--- config.mk ---
export PLATFORM = sky130hd
export DESIGN_NAME = multi_servo_pulse_scheduler_flat
export DESIGN_NICKNAME = d
export VERILOG_FILES = /design/src/rtl/core/msps_pkg.sv /design/src/rtl/core/msps_if.sv /design/src/rtl/core/multi_servo_pulse_scheduler.sv /design/src/flat_wrapper.sv
export VERILOG_INCLUDE_DIRS = /design/src /design/src/rtl/core
export SDC_FILE = /design/constraint.sdc
export NUM_CORES = 1
export LEC_CHECK = 0
export ABC_AREA = 1
export ABC_CLOCK_PERIOD_IN_PS = 7700
export BUFFER_PORTS_ARGS = -buffer_cell sky130_fd_sc_hd__buf_4
export CAP_MARGIN = 20
export CORE_MARGIN = 2
export CORE_UTILIZATION = 52
export CTS_CLUSTER_DIAMETER = 30
export DETAILED_ROUTE_END_ITERATION = 12
export GPL_TIMING_DRIVEN = 0
export PLACE_DENSITY = 0.69
export SYNTH_ARGS = -nofsm -noshare
export SYNTH_HDL_FRONTEND = slang
export SYNTH_SLANG_ARGS = --single-unit
--- constraint.sdc ---
create_clock -name clock -period 7.7 [get_ports clock]
set_input_delay 1.54 -clock clock [delete_from_list [all_inputs] [get_ports clock]]
set_output_delay 1.54 -clock clock [all_outputs]
set_load 0.1 [all_outputs]
--- src/rtl/core/multi_servo_pulse_scheduler_defines.svh ---
// Assertion helpers for the servo pulse scheduler.
`ifndef MULTI_SERVO_PULSE_SCHEDULER_DEFINES_SVH
`define MULTI_SERVO_PULSE_SCHEDULER_DEFINES_SVH

// Invariant checked at every clock edge outside reset.
`define MSPS_ASSERT_ALWAYS(label, clk, rst, expr) \
   label: assert property (@(posedge clk) disable iff (rst) (expr)) \
      else $error("msps invariant violated");

// Same-cycle implication.
`define MSPS_ASSERT_IMPL(label, clk, rst, ante, cons) \
   label: assert property (@(posedge clk) disable iff (rst) (ante) |-> (cons)) \
      else $error("msps implication violated");

// Next-cycle implication.
`define MSPS_ASSERT_NEXT(label, clk, rst, ante, cons) \
   label: assert property (@(posedge clk) disable iff (rst) (ante) |=> (cons)) \
      else $error("msps sequence violated");

`endif

--- src/rtl/core/msps_pkg.sv ---
package msps_pkg;

   localparam logic [1:0] REQ_TIMER = 2'd0;
   localparam logic [1:0] REQ_WRITE = 2'd1;
   localparam logic [1:0] REQ_READ  = 2'd2;

   localparam logic [1:0] CSR_LEAD_TICKS = 2'd0;
   localparam logic [1:0] CSR_SLOT_TICKS = 2'd1;
   localparam logic [1:0] CSR_LOW_SLOTS  = 2'd2;

   localparam logic [7:0] LEAD_TICKS_RESET = 8'd169;
   localparam logic [7:0] SLOT_TICKS_RESET = 8'd209;
   localparam logic [4:0] LOW_SLOTS_RESET  = 5'd16;

   localparam logic [4:0] PHASE_START   = 5'd0;
   localparam logic [4:0] PHASE_HIGH    = 5'd31;
   localparam logic [4:0] MAX_LOW_SLOTS = 5'd30;
   localparam logic [7:0] POS_OFF       = 8'd255;
   localparam logic [7:0] POS_MIN       = 8'd2;
   localparam logic [7:0] TAIL_RESET    = 8'd255;

   typedef struct packed {
      logic [1:0] req_type;
      logic [2:0] channel;
      logic [7:0] position;
   } req_payload_type;

   typedef struct packed {
      logic [7:0] drive_enable;
      logic [7:0] drive_level;
      logic       reload_valid;
      logic [7:0] reload_ticks;
      logic [7:0] read_position;
   } rsp_payload_type;

   typedef struct packed {
      logic [1:0] index;
      logic [7:0] data;
   } csr_payload_type;

endpackage

--- src/rtl/core/msps_if.sv ---
interface msps_req_if;
   import msps_pkg::*;
   logic            valid;
   logic            ready;
   req_payload_type payload;
   modport source (output valid, output payload, input ready);
   modport sink (input valid, input payload, output ready);
endinterface

interface msps_rsp_if;
   import msps_pkg::*;
   logic            valid;
   logic            ready;
   rsp_payload_type payload;
   modport source (output valid, output payload, input ready);
   modport sink (input valid, input payload, output ready);
endinterface

interface msps_csr_if;
   import msps_pkg::*;
   logic            valid;
   logic            ready;
   csr_payload_type payload;
   modport source (output valid, output payload, input ready);
   modport sink (input valid, input payload, output ready);
endinterface

--- src/rtl/core/multi_servo_pulse_scheduler.sv ---
// Servo pulse scheduler: one request transaction in, one response transaction out. Position
// writes, unknown requests and low-slot timer events pass straight to the finish state; reads
// wait in ST_RDWAIT for the position memory; a frame-start event sweeps the position memory in
// ST_LOAD; a high-window event sweeps the count memory in ST_ZERO and, when a count is active,
// again in ST_SUB. The count memory has a single read port, so it is swept once to retire
// expired channels and find the smallest count, and once more to subtract it.
// Positions and counts sit in two small synchronous memories with per-entry valid bits, so no
// clearing pass follows reset. A new request is taken as soon as the previous response has been
// staged, even while that response still waits to be taken. Drive masks cover channels 0 to 7.
// Register writes are always accepted and must only be issued while the block is idle.
`include "multi_servo_pulse_scheduler_defines.svh"

module multi_servo_pulse_scheduler #(
   parameter int NUM_CHANNELS = 8
) (
   input logic         clock,
   input logic         reset,
   msps_req_if.sink    req_ch,
   msps_rsp_if.source  rsp_ch,
   msps_csr_if.sink    csr_ch
);
   import msps_pkg::*;

   localparam int CH_W  = (NUM_CHANNELS > 1) ? $clog2(NUM_CHANNELS) : 1;
   localparam int CNT_W = $clog2(NUM_CHANNELS + 1);
   localparam logic [CNT_W-1:0] LAST_CNT = CNT_W'(NUM_CHANNELS);

   typedef enum logic [5:0] {
      ST_IDLE   = 6'b000001,
      ST_LOAD   = 6'b000010,
      ST_ZERO   = 6'b000100,
      ST_SUB    = 6'b001000,
      ST_RDWAIT = 6'b010000,
      ST_FINISH = 6'b100000
   } state_type;

   state_type        state_ff, state_in;
   logic [CNT_W-1:0] cnt_ff, cnt_in;
   logic [4:0]       phase_ff, phase_in;
   logic [7:0]       tail_ff, tail_in;
   logic [7:0]       enable_ff, enable_in;
   logic [7:0]       level_ff, level_in;
   logic [7:0]       least_ff, least_in;
   logic             res_reload_ff, res_reload_in;
   logic [7:0]       res_ticks_ff, res_ticks_in;
   logic [7:0]       res_pos_ff, res_pos_in;
   logic             rd_oor_ff, rd_oor_in;
   logic             rsp_valid_ff, rsp_valid_in;
   rsp_payload_type  rsp_payload_ff, rsp_payload_in;

   logic [7:0] lead_ticks_ff;
   logic [7:0] slot_ticks_ff;
   logic [4:0] low_slots_ff;

   // position and count memories
   logic [7:0]              pos_mem_ff [NUM_CHANNELS];
   logic [NUM_CHANNELS-1:0] pos_vld_ff;
   logic [7:0]              pos_rdata_ff;
   logic                    pos_rvld_ff;
   logic                    pos_we, pos_re;
   logic [CH_W-1:0]         pos_waddr, pos_raddr;
   logic [7:0]              pos_wdata;

   logic [7:0]              tck_mem_ff [NUM_CHANNELS];
   logic [NUM_CHANNELS-1:0] tck_vld_ff;
   logic [7:0]              tck_rdata_ff;
   logic                    tck_rvld_ff;
   logic                    tck_we, tck_re;
   logic [CH_W-1:0]         tck_waddr, tck_raddr;
   logic [7:0]              tck_wdata;

   logic             req_fire;
   logic             ch_ok;
   logic [CH_W-1:0]  ch_idx;
   logic [CNT_W-1:0] cnt_prev;
   logic [CH_W-1:0]  scan_idx, proc_idx;
   logic [7:0]       proc_bit;
   logic [7:0]       pos_val, tck_val, tck_ret, least_new;
   logic [4:0]       low_phase;
   logic             sub_write;
   logic             load_done;

   assign req_ch.ready   = (state_ff == ST_IDLE);
   assign req_fire       = req_ch.valid && req_ch.ready;
   assign rsp_ch.valid   = rsp_valid_ff;
   assign rsp_ch.payload = rsp_payload_ff;
   assign csr_ch.ready   = 1'b1;

   assign ch_ok     = (32'(req_ch.payload.channel) < NUM_CHANNELS);
   assign ch_idx    = CH_W'(req_ch.payload.channel);
   assign cnt_prev  = cnt_ff - 1'b1;
   assign scan_idx  = cnt_ff[CH_W-1:0];
   assign proc_idx  = cnt_prev[CH_W-1:0];
   assign proc_bit  = 8'(1) << cnt_prev;
   assign pos_val   = pos_rvld_ff ? pos_rdata_ff : POS_OFF;
   assign tck_val   = tck_rvld_ff ? tck_rdata_ff : POS_OFF;
   assign tck_ret   = (tck_val == 8'd0) ? POS_OFF : tck_val;
   assign least_new = (tck_ret < least_ff) ? tck_ret : least_ff;
   assign low_phase = (low_slots_ff > MAX_LOW_SLOTS) ? MAX_LOW_SLOTS : low_slots_ff;
   assign sub_write = (state_ff == ST_SUB) && tck_we;
   assign load_done = (state_ff == ST_LOAD) && (cnt_ff == LAST_CNT);

   always_comb begin
      state_in       = state_ff;
      cnt_in         = cnt_ff;
      phase_in       = phase_ff;
      tail_in        = tail_ff;
      enable_in      = enable_ff;
      level_in       = level_ff;
      least_in       = least_ff;
      res_reload_in  = res_reload_ff;
      res_ticks_in   = res_ticks_ff;
      res_pos_in     = res_pos_ff;
      rd_oor_in      = rd_oor_ff;
      rsp_valid_in   = rsp_valid_ff && !rsp_ch.ready;
      rsp_payload_in = rsp_payload_ff;
      pos_we         = 1'b0;
      pos_waddr      = ch_idx;
      pos_wdata      = (req_ch.payload.position < POS_MIN) ? POS_MIN : req_ch.payload.position;
      pos_re         = 1'b0;
      pos_raddr      = ch_idx;
      tck_we         = 1'b0;
      tck_waddr      = proc_idx;
      tck_wdata      = POS_OFF;
      tck_re         = 1'b0;
      tck_raddr      = scan_idx;

      unique case (state_ff)
         ST_IDLE: begin
            if (req_fire) begin
               res_reload_in = 1'b0;
               res_ticks_in  = 8'd0;
               res_pos_in    = 8'd0;
               cnt_in        = '0;
               state_in      = ST_FINISH;
               case (req_ch.payload.req_type)
                  REQ_TIMER: begin
                     res_reload_in = 1'b1;
                     if (phase_ff == PHASE_START) begin
                        state_in = ST_LOAD;
                     end else if (phase_ff == PHASE_HIGH) begin
                        least_in = POS_OFF;
                        state_in = ST_ZERO;
                     end else begin
                        phase_in     = phase_ff - 5'd1;
                        res_ticks_in = slot_ticks_ff;
                     end
                  end
                  REQ_WRITE: begin
                     pos_we = ch_ok;
                  end
                  REQ_READ: begin
                     pos_re    = ch_ok;
                     rd_oor_in = !ch_ok;
                     state_in  = ST_RDWAIT;
                  end
                  default: begin
                  end
               endcase
            end
         end
         ST_LOAD: begin
            if (cnt_ff != LAST_CNT) begin
               pos_re    = 1'b1;
               pos_raddr = scan_idx;
            end
            if (cnt_ff != '0) begin
               tck_we    = 1'b1;
               tck_wdata = pos_val;
               if (pos_val == POS_OFF) begin
                  enable_in = enable_ff & ~proc_bit;
                  level_in  = level_ff & ~proc_bit;
               end else begin
                  enable_in = enable_ff | proc_bit;
                  level_in  = level_ff | proc_bit;
               end
            end
            cnt_in = cnt_ff + 1'b1;
            if (cnt_ff == LAST_CNT) begin
               tail_in      = TAIL_RESET;
               phase_in     = PHASE_HIGH;
               res_ticks_in = lead_ticks_ff;
               state_in     = ST_FINISH;
            end
         end
         ST_ZERO: begin
            tck_re = (cnt_ff != LAST_CNT);
            if (cnt_ff != '0) begin
               least_in = least_new;
               if (tck_val == 8'd0) begin
                  tck_we   = 1'b1;
                  level_in = level_ff & ~proc_bit;
               end
            end
            cnt_in = cnt_ff + 1'b1;
            if (cnt_ff == LAST_CNT) begin
               cnt_in = '0;
               if (least_new != POS_OFF) begin
                  state_in = ST_SUB;
               end else begin
                  phase_in     = low_phase;
                  res_ticks_in = tail_ff;
                  state_in     = ST_FINISH;
               end
            end
         end
         ST_SUB: begin
            tck_re = (cnt_ff != LAST_CNT);
            if ((cnt_ff != '0) && (tck_val != POS_OFF)) begin
               tck_we    = 1'b1;
               tck_wdata = tck_val - least_ff;
            end
            cnt_in = cnt_ff + 1'b1;
            if (cnt_ff == LAST_CNT) begin
               tail_in      = tail_ff - least_ff;
               res_ticks_in = least_ff;
               state_in     = ST_FINISH;
            end
         end
         ST_RDWAIT: begin
            res_pos_in = rd_oor_ff ? POS_OFF : pos_val;
            state_in   = ST_FINISH;
         end
         ST_FINISH: begin
            if (!rsp_valid_ff || rsp_ch.ready) begin
               rsp_valid_in                 = 1'b1;
               rsp_payload_in.drive_enable  = enable_ff;
               rsp_payload_in.drive_level   = level_ff;
               rsp_payload_in.reload_valid  = res_reload_ff;
               rsp_payload_in.reload_ticks  = res_ticks_ff;
               rsp_payload_in.read_position = res_pos_ff;
               state_in                     = ST_IDLE;
            end
         end
         default: begin
            state_in = ST_IDLE;
         end
      endcase
   end

   always_ff @(posedge clock) begin
      if (reset) begin
         state_ff     <= ST_IDLE;
         cnt_ff       <= '0;
         phase_ff     <= PHASE_HIGH;
         tail_ff      <= TAIL_RESET;
         enable_ff    <= 8'd0;
         level_ff     <= 8'd0;
         rsp_valid_ff <= 1'b0;
         pos_vld_ff   <= '0;
         tck_vld_ff   <= '0;
      end else begin
         state_ff     <= state_in;
         cnt_ff       <= cnt_in;
         phase_ff     <= phase_in;
         tail_ff      <= tail_in;
         enable_ff    <= enable_in;
         level_ff     <= level_in;
         rsp_valid_ff <= rsp_valid_in;
         if (pos_we) begin
            pos_vld_ff[pos_waddr] <= 1'b1;
         end
         if (tck_we) begin
            tck_vld_ff[tck_waddr] <= 1'b1;
         end
      end
   end

   always_ff @(posedge clock) begin
      least_ff       <= least_in;
      res_reload_ff  <= res_reload_in;
      res_ticks_ff   <= res_ticks_in;
      res_pos_ff     <= res_pos_in;
      rd_oor_ff      <= rd_oor_in;
      rsp_payload_ff <= rsp_payload_in;
   end

   always_ff @(posedge clock) begin
      if (pos_we) begin
         pos_mem_ff[pos_waddr] <= pos_wdata;
      end
      if (pos_re) begin
         pos_rdata_ff <= pos_mem_ff[pos_raddr];
         pos_rvld_ff  <= pos_vld_ff[pos_raddr];
      end
   end

   always_ff @(posedge clock) begin
      if (tck_we) begin
         tck_mem_ff[tck_waddr] <= tck_wdata;
      end
      if (tck_re) begin
         tck_rdata_ff <= tck_mem_ff[tck_raddr];
         tck_rvld_ff  <= tck_vld_ff[tck_raddr];
      end
   end

   always_ff @(posedge clock) begin
      if (reset) begin
         lead_ticks_ff <= LEAD_TICKS_RESET;
         slot_ticks_ff <= SLOT_TICKS_RESET;
         low_slots_ff  <= LOW_SLOTS_RESET;
      end else if (csr_ch.valid) begin
         case (csr_ch.payload.index)
            CSR_LEAD_TICKS: lead_ticks_ff <= csr_ch.payload.data;
            CSR_SLOT_TICKS: slot_ticks_ff <= csr_ch.payload.data;
            CSR_LOW_SLOTS:  low_slots_ff  <= csr_ch.payload.data[4:0];
            default: begin
            end
         endcase
      end
   end

   `MSPS_ASSERT_ALWAYS(a_level_within_enable, clock, reset, (level_ff & ~enable_ff) == 8'd0)
   `MSPS_ASSERT_IMPL(a_sub_has_active, clock, reset, state_ff == ST_SUB, least_ff != POS_OFF)
   `MSPS_ASSERT_IMPL(a_sub_stays_active, clock, reset, sub_write, tck_wdata != POS_OFF)
   `MSPS_ASSERT_IMPL(a_pos_clamped, clock, reset, pos_we, pos_wdata >= POS_MIN)
   `MSPS_ASSERT_NEXT(a_load_enters_high, clock, reset, load_done, phase_ff == PHASE_HIGH)

endmodule

--- src/flat_wrapper.sv ---
// flat-port wrapper written by rule: the top's interface ports become plain ports
module multi_servo_pulse_scheduler_flat import msps_pkg::*;
#(
   parameter int NUM_CHANNELS = 8
)
  (clock, reset, req_ch_valid, req_ch_payload, req_ch_ready, rsp_ch_valid, rsp_ch_payload, rsp_ch_ready, csr_ch_valid, csr_ch_payload, csr_ch_ready);
  msps_req_if req_ch_i ();
  msps_rsp_if rsp_ch_i ();
  msps_csr_if csr_ch_i ();
  input logic clock;
  input logic reset;
  input wire logic [$bits(req_ch_i.valid)-1:0] req_ch_valid;
  input wire logic [$bits(req_ch_i.payload)-1:0] req_ch_payload;
  output wire logic [$bits(req_ch_i.ready)-1:0] req_ch_ready;
  output wire logic [$bits(rsp_ch_i.valid)-1:0] rsp_ch_valid;
  output wire logic [$bits(rsp_ch_i.payload)-1:0] rsp_ch_payload;
  input wire logic [$bits(rsp_ch_i.ready)-1:0] rsp_ch_ready;
  input wire logic [$bits(csr_ch_i.valid)-1:0] csr_ch_valid;
  input wire logic [$bits(csr_ch_i.payload)-1:0] csr_ch_payload;
  output wire logic [$bits(csr_ch_i.ready)-1:0] csr_ch_ready;
  assign req_ch_i.valid = req_ch_valid;
  assign req_ch_i.payload = req_ch_payload;
  assign req_ch_ready = req_ch_i.ready;
  assign rsp_ch_valid = rsp_ch_i.valid;
  assign rsp_ch_payload = rsp_ch_i.payload;
  assign rsp_ch_i.ready = rsp_ch_ready;
  assign csr_ch_i.valid = csr_ch_valid;
  assign csr_ch_i.payload = csr_ch_payload;
  assign csr_ch_ready = csr_ch_i.ready;
  multi_servo_pulse_scheduler #(.NUM_CHANNELS(NUM_CHANNELS)) u_core (.clock(clock), .reset(reset), .req_ch(req_ch_i), .rsp_ch(rsp_ch_i), .csr_ch(csr_ch_i));
endmodule
==> impl_metrics.json <==
{
  "gp_congestion": 0.898,
  "rsz0062_at_grt": "no",
  "maxSlewViolCount": 0,
  "diodes": 0,
  "grt_max_degree": 21,
  "ys_async_sr_fraction": 0,
  "status": "finished, final reports clean",
  "drt_iter0_markers": 812,
  "cpPeakStageDelay_ns": 0.81,
  "die_h_um": 158,
  "timing.slew.headroom": 0.313,
  "htree_num_levels": 2,
  "overflow": 0,
  "syn_area_um2": 12400,
  "finClkSkew_ns": 0.0253,
  "tns_ns": 0,
  "cts_inserted_buffers": 54,
  "path_delay_family": "buffers and inverters",
  "dp_cells": 1607,
  "worstMarginPinSlew_ns": 1.02,
  "yosysUniqueCellTypes": 48,
  "fin_crit_sh": 0.550,
  "synth_area_per_cell_um2": 10.1,
  "finalSetupViolCount": 0,
  "cts_setup_buffers": 0,
  "die_area_um2": 25100,
  "total_power_mw": 5.53,
  "min_path_cells": 0,
  "area_delta_synth_final_pct": 23.1,
  "portBuffers": 61,
  "drive_above_1_share": 0.156,
  "final_cell_area_um2": 15300,
  "maxCapViolations": 0,
  "grt_pass1_wl_um": 46800,
  "place_hpwl_um": 20600,
  "cpMostUsedCell": "clkbuf_1",
  "coreArea_um2": 23500,
  "clock-sinks": 281,
  "ant_nets": 0,
  "cp.buffers_inverters": 5,
  "hold_viol": 0,
  "synth_edf_count": 204,
  "clk_pin_slew_ns": 0.06,
  "min_from": "u_core.res_ticks_ff[7]",
  "dr.pass1.iters": 5,
  "synth_commonest_cells": "247 x nor2_1, 204 x edfxtp_1, 126 x o21ai_0",
  "drcViolationCount": 0,
  "root_buffer": "clkbuf_16",
  "hold_path.class": "flip-flop to flip-flop",
  "clock_latency_ns": 0.57,
  "clock_path_buffers": 3,
  "seq_area_frac_synth": 0.618,
  "ctsHoldBuffers": 0,
  "crit_path_max_fanout": 12,
  "grt.total_usage": 0.243,
  "crit_chain": "inv_1 > clkbuf_1 > clkbuf_1 > ha_1 > nand2_1 > nor2_1 > nor2_2 > inv_1 > clkbuf_1 > nor3_1 > o21ai_0",
  "crit_slowest_cell": "o21ai_0",
  "reg2reg_depth": 11,
  "critPathCaptureType": "flip-flop",
  "synthTopCellsByArea": "edfxtp_1 49%, dfxtp_1 12%, nor2_1 7.5%",
  "power_density_nw_per_um2": 362,
  "r2r_slack_ns": 3.47,
  "ys_ff_latch": 281,
  "routed_via_density": 5.39,
  "max-vdd-ir-drop_mv": 0.209,
  "yosysMostFrequentCell": "nor2_1",
  "antenna_found_initial": 0,
  "whs_ns": 0.418,
  "hold_end": "u_core.rsp_ch.payload[15]",
  "start_util": 0.528,
  "post_drt_wl_per_cell_um": 17.5,
  "cts_tree": "yes",
  "cp_data_arrival_time_ns": 4.44,
  "worstSetupPathType": "flip-flop to flip-flop",
  "fmax_mhz": 236,
  "worstPathRequired_ns": 7.90,
  "synth.top_cell.area_share": 0.494,
  "leakage_nw": 5.92,
  "timing.rr.end": "u_core.tck_mem_ff[7][1]",
  "worst_setup_path_start_kind": "flip-flop",
  "regToRegStartpoint": "u_core.cnt_ff[0]",
  "yosysWarnings": 0,
  "grt_pass1_vias": 8932,
  "synth_top_cell_by_area": "edfxtp_1",
  "nNetsFinal": 1407,
  "netlist_instances": 1225,
  "place_area_um2": 13300,
  "rows": 56,
  "fin_cells": 1711,
  "wl_um": 30000,
  "cts_resized": 0,
  "min_period_ns": 4.23,
  "vias": 9229,
  "synth_flop_cell": "edfxtp_1",
  "io-pin-count": 64,
  "synth_fp_nets": 1284,
  "die_w_um": 158
}
==> cells in the final DEF, fill, tap and decap left out, types with 14 or more instances in the layout <==
master | netlist | routed
nor2_1 | 247 | 247
edfxtp_1 | 204 | 204
o21ai_0 | 126 | 126
nand2_1 | 124 | 124
inv_1 | 101 | 101
dfxtp_1 | 77 | 77
buf_4 | 1 | 63
clkbuf_16 | 0 | 54
a21oi_1 | 52 | 51
nand3_1 | 42 | 42
clkbuf_1 | 36 | 38
ha_1 | 29 | 29
o22ai_1 | 21 | 21
a31oi_1 | 20 | 20
nor3_1 | 14 | 14
==> registers in the layout, indices dropped and copies added, names as in the netlist, named ones only <==
signal / count
u_core.pos_mem_ff: 64
u_core.tck_mem_ff: 64
u_core.rsp_ch.payload: 33
u_core.lead_ticks_ff: 8
u_core.least_ff: 8
u_core.pos_rdata_ff: 8
u_core.pos_vld_ff: 8
u_core.res_pos_ff: 8
u_core.res_ticks_ff: 8
u_core.slot_ticks_ff: 8
u_core.tail_ff: 8
u_core.tck_rdata_ff: 8
u_core.tck_vld_ff: 8
u_core.state_ff: 6
u_core.low_slots_ff: 5
u_core.phase_ff: 5
u_core.cnt_ff: 4
u_core.pos_rvld_ff: 1
u_core.res_reload_ff: 1
u_core.rsp_ch.valid: 1
u_core.tck_rvld_ff: 1
==> layer usage <==
layer,wire (um),track usage,vias to the layer above
met4,728,0.0781,0
met3,1760,0.0422,54
met1,12500,0.309,4367
met5,0,0,-
li1,-,-,4512
met2,14900,0.423,296
==> cell type report <==
cell class | count | area [um^2]
flip-flops and latches | 281 | 7670
fillers | 1843 | 8200
clock buffers | 56 | 1360
inverters | 112 | 420
clock inverters | 44 | 582
repair buffers | 67 | 520
plain buffers | 48 | 205
well taps | 319 | 399
multi-input cells | 784 | 4120
==> report_power, final <==
group	switching [mW]	internal, mW
combinational	0.864	0.326
clock	0.829	1.64
sequential	0.0673	1.80
==> metrics by stage <==
step / setup slack [ns] / utilization
after floorplan: 4.04 / -
after global placement: 3.19 / 0.565
after detailed placement: 3.51 / 0.567
after CTS: 3.49 / 0.650
after global routing: 3.19 / 0.651
final: 3.47 / 0.651
==> worst reg2reg max path: stages (launching register included) <==
cell and delay (ns):
dfxtp_1 0.43, inv_1 0.16, clkbuf_1 0.42, clkbuf_1 0.56, ha_1 0.27, nand2_1 0.12, nor2_1 0.28, nor2_2 0.19
inv_1 0.11, clkbuf_1 0.44, nor3_1 0.10, o21ai_0 0.81
==> logic make-up after synthesis <==
group           Yosys count  synth area share
simple gates            476             0.169
flops                   281             0.618
compound gates          264             0.121
buf+inv                 160            0.0504
fa+ha+maj                31            0.0325
xor+xnor                 12           0.00847
other cells               1          0.000302
==> worst max path at each step <==
| stage | start | end | slack (ns) | cells after the start |
|---|---|---|---|---|
| after floorplan | rsp_ch_ready | u_core.rsp_ch.payload[0] | 4.04 | 2 |
| after global placement | rsp_ch_ready | u_core.rsp_ch.payload[1] | 3.19 | 3 |
| after detailed placement | u_core.cnt_ff[0] | u_core.tck_mem_ff[7][2] | 3.51 | 11 |
| after CTS | u_core.cnt_ff[0] | u_core.tck_mem_ff[0][0] | 3.49 | 11 |
| after global routing | u_core.cnt_ff[0] | u_core.tck_mem_ff[0][3] | 3.19 | 11 |
| final | u_core.cnt_ff[0] | u_core.tck_mem_ff[7][1] | 3.47 | 11 |
Note: power is estimated with default switching activity, not from simulation.
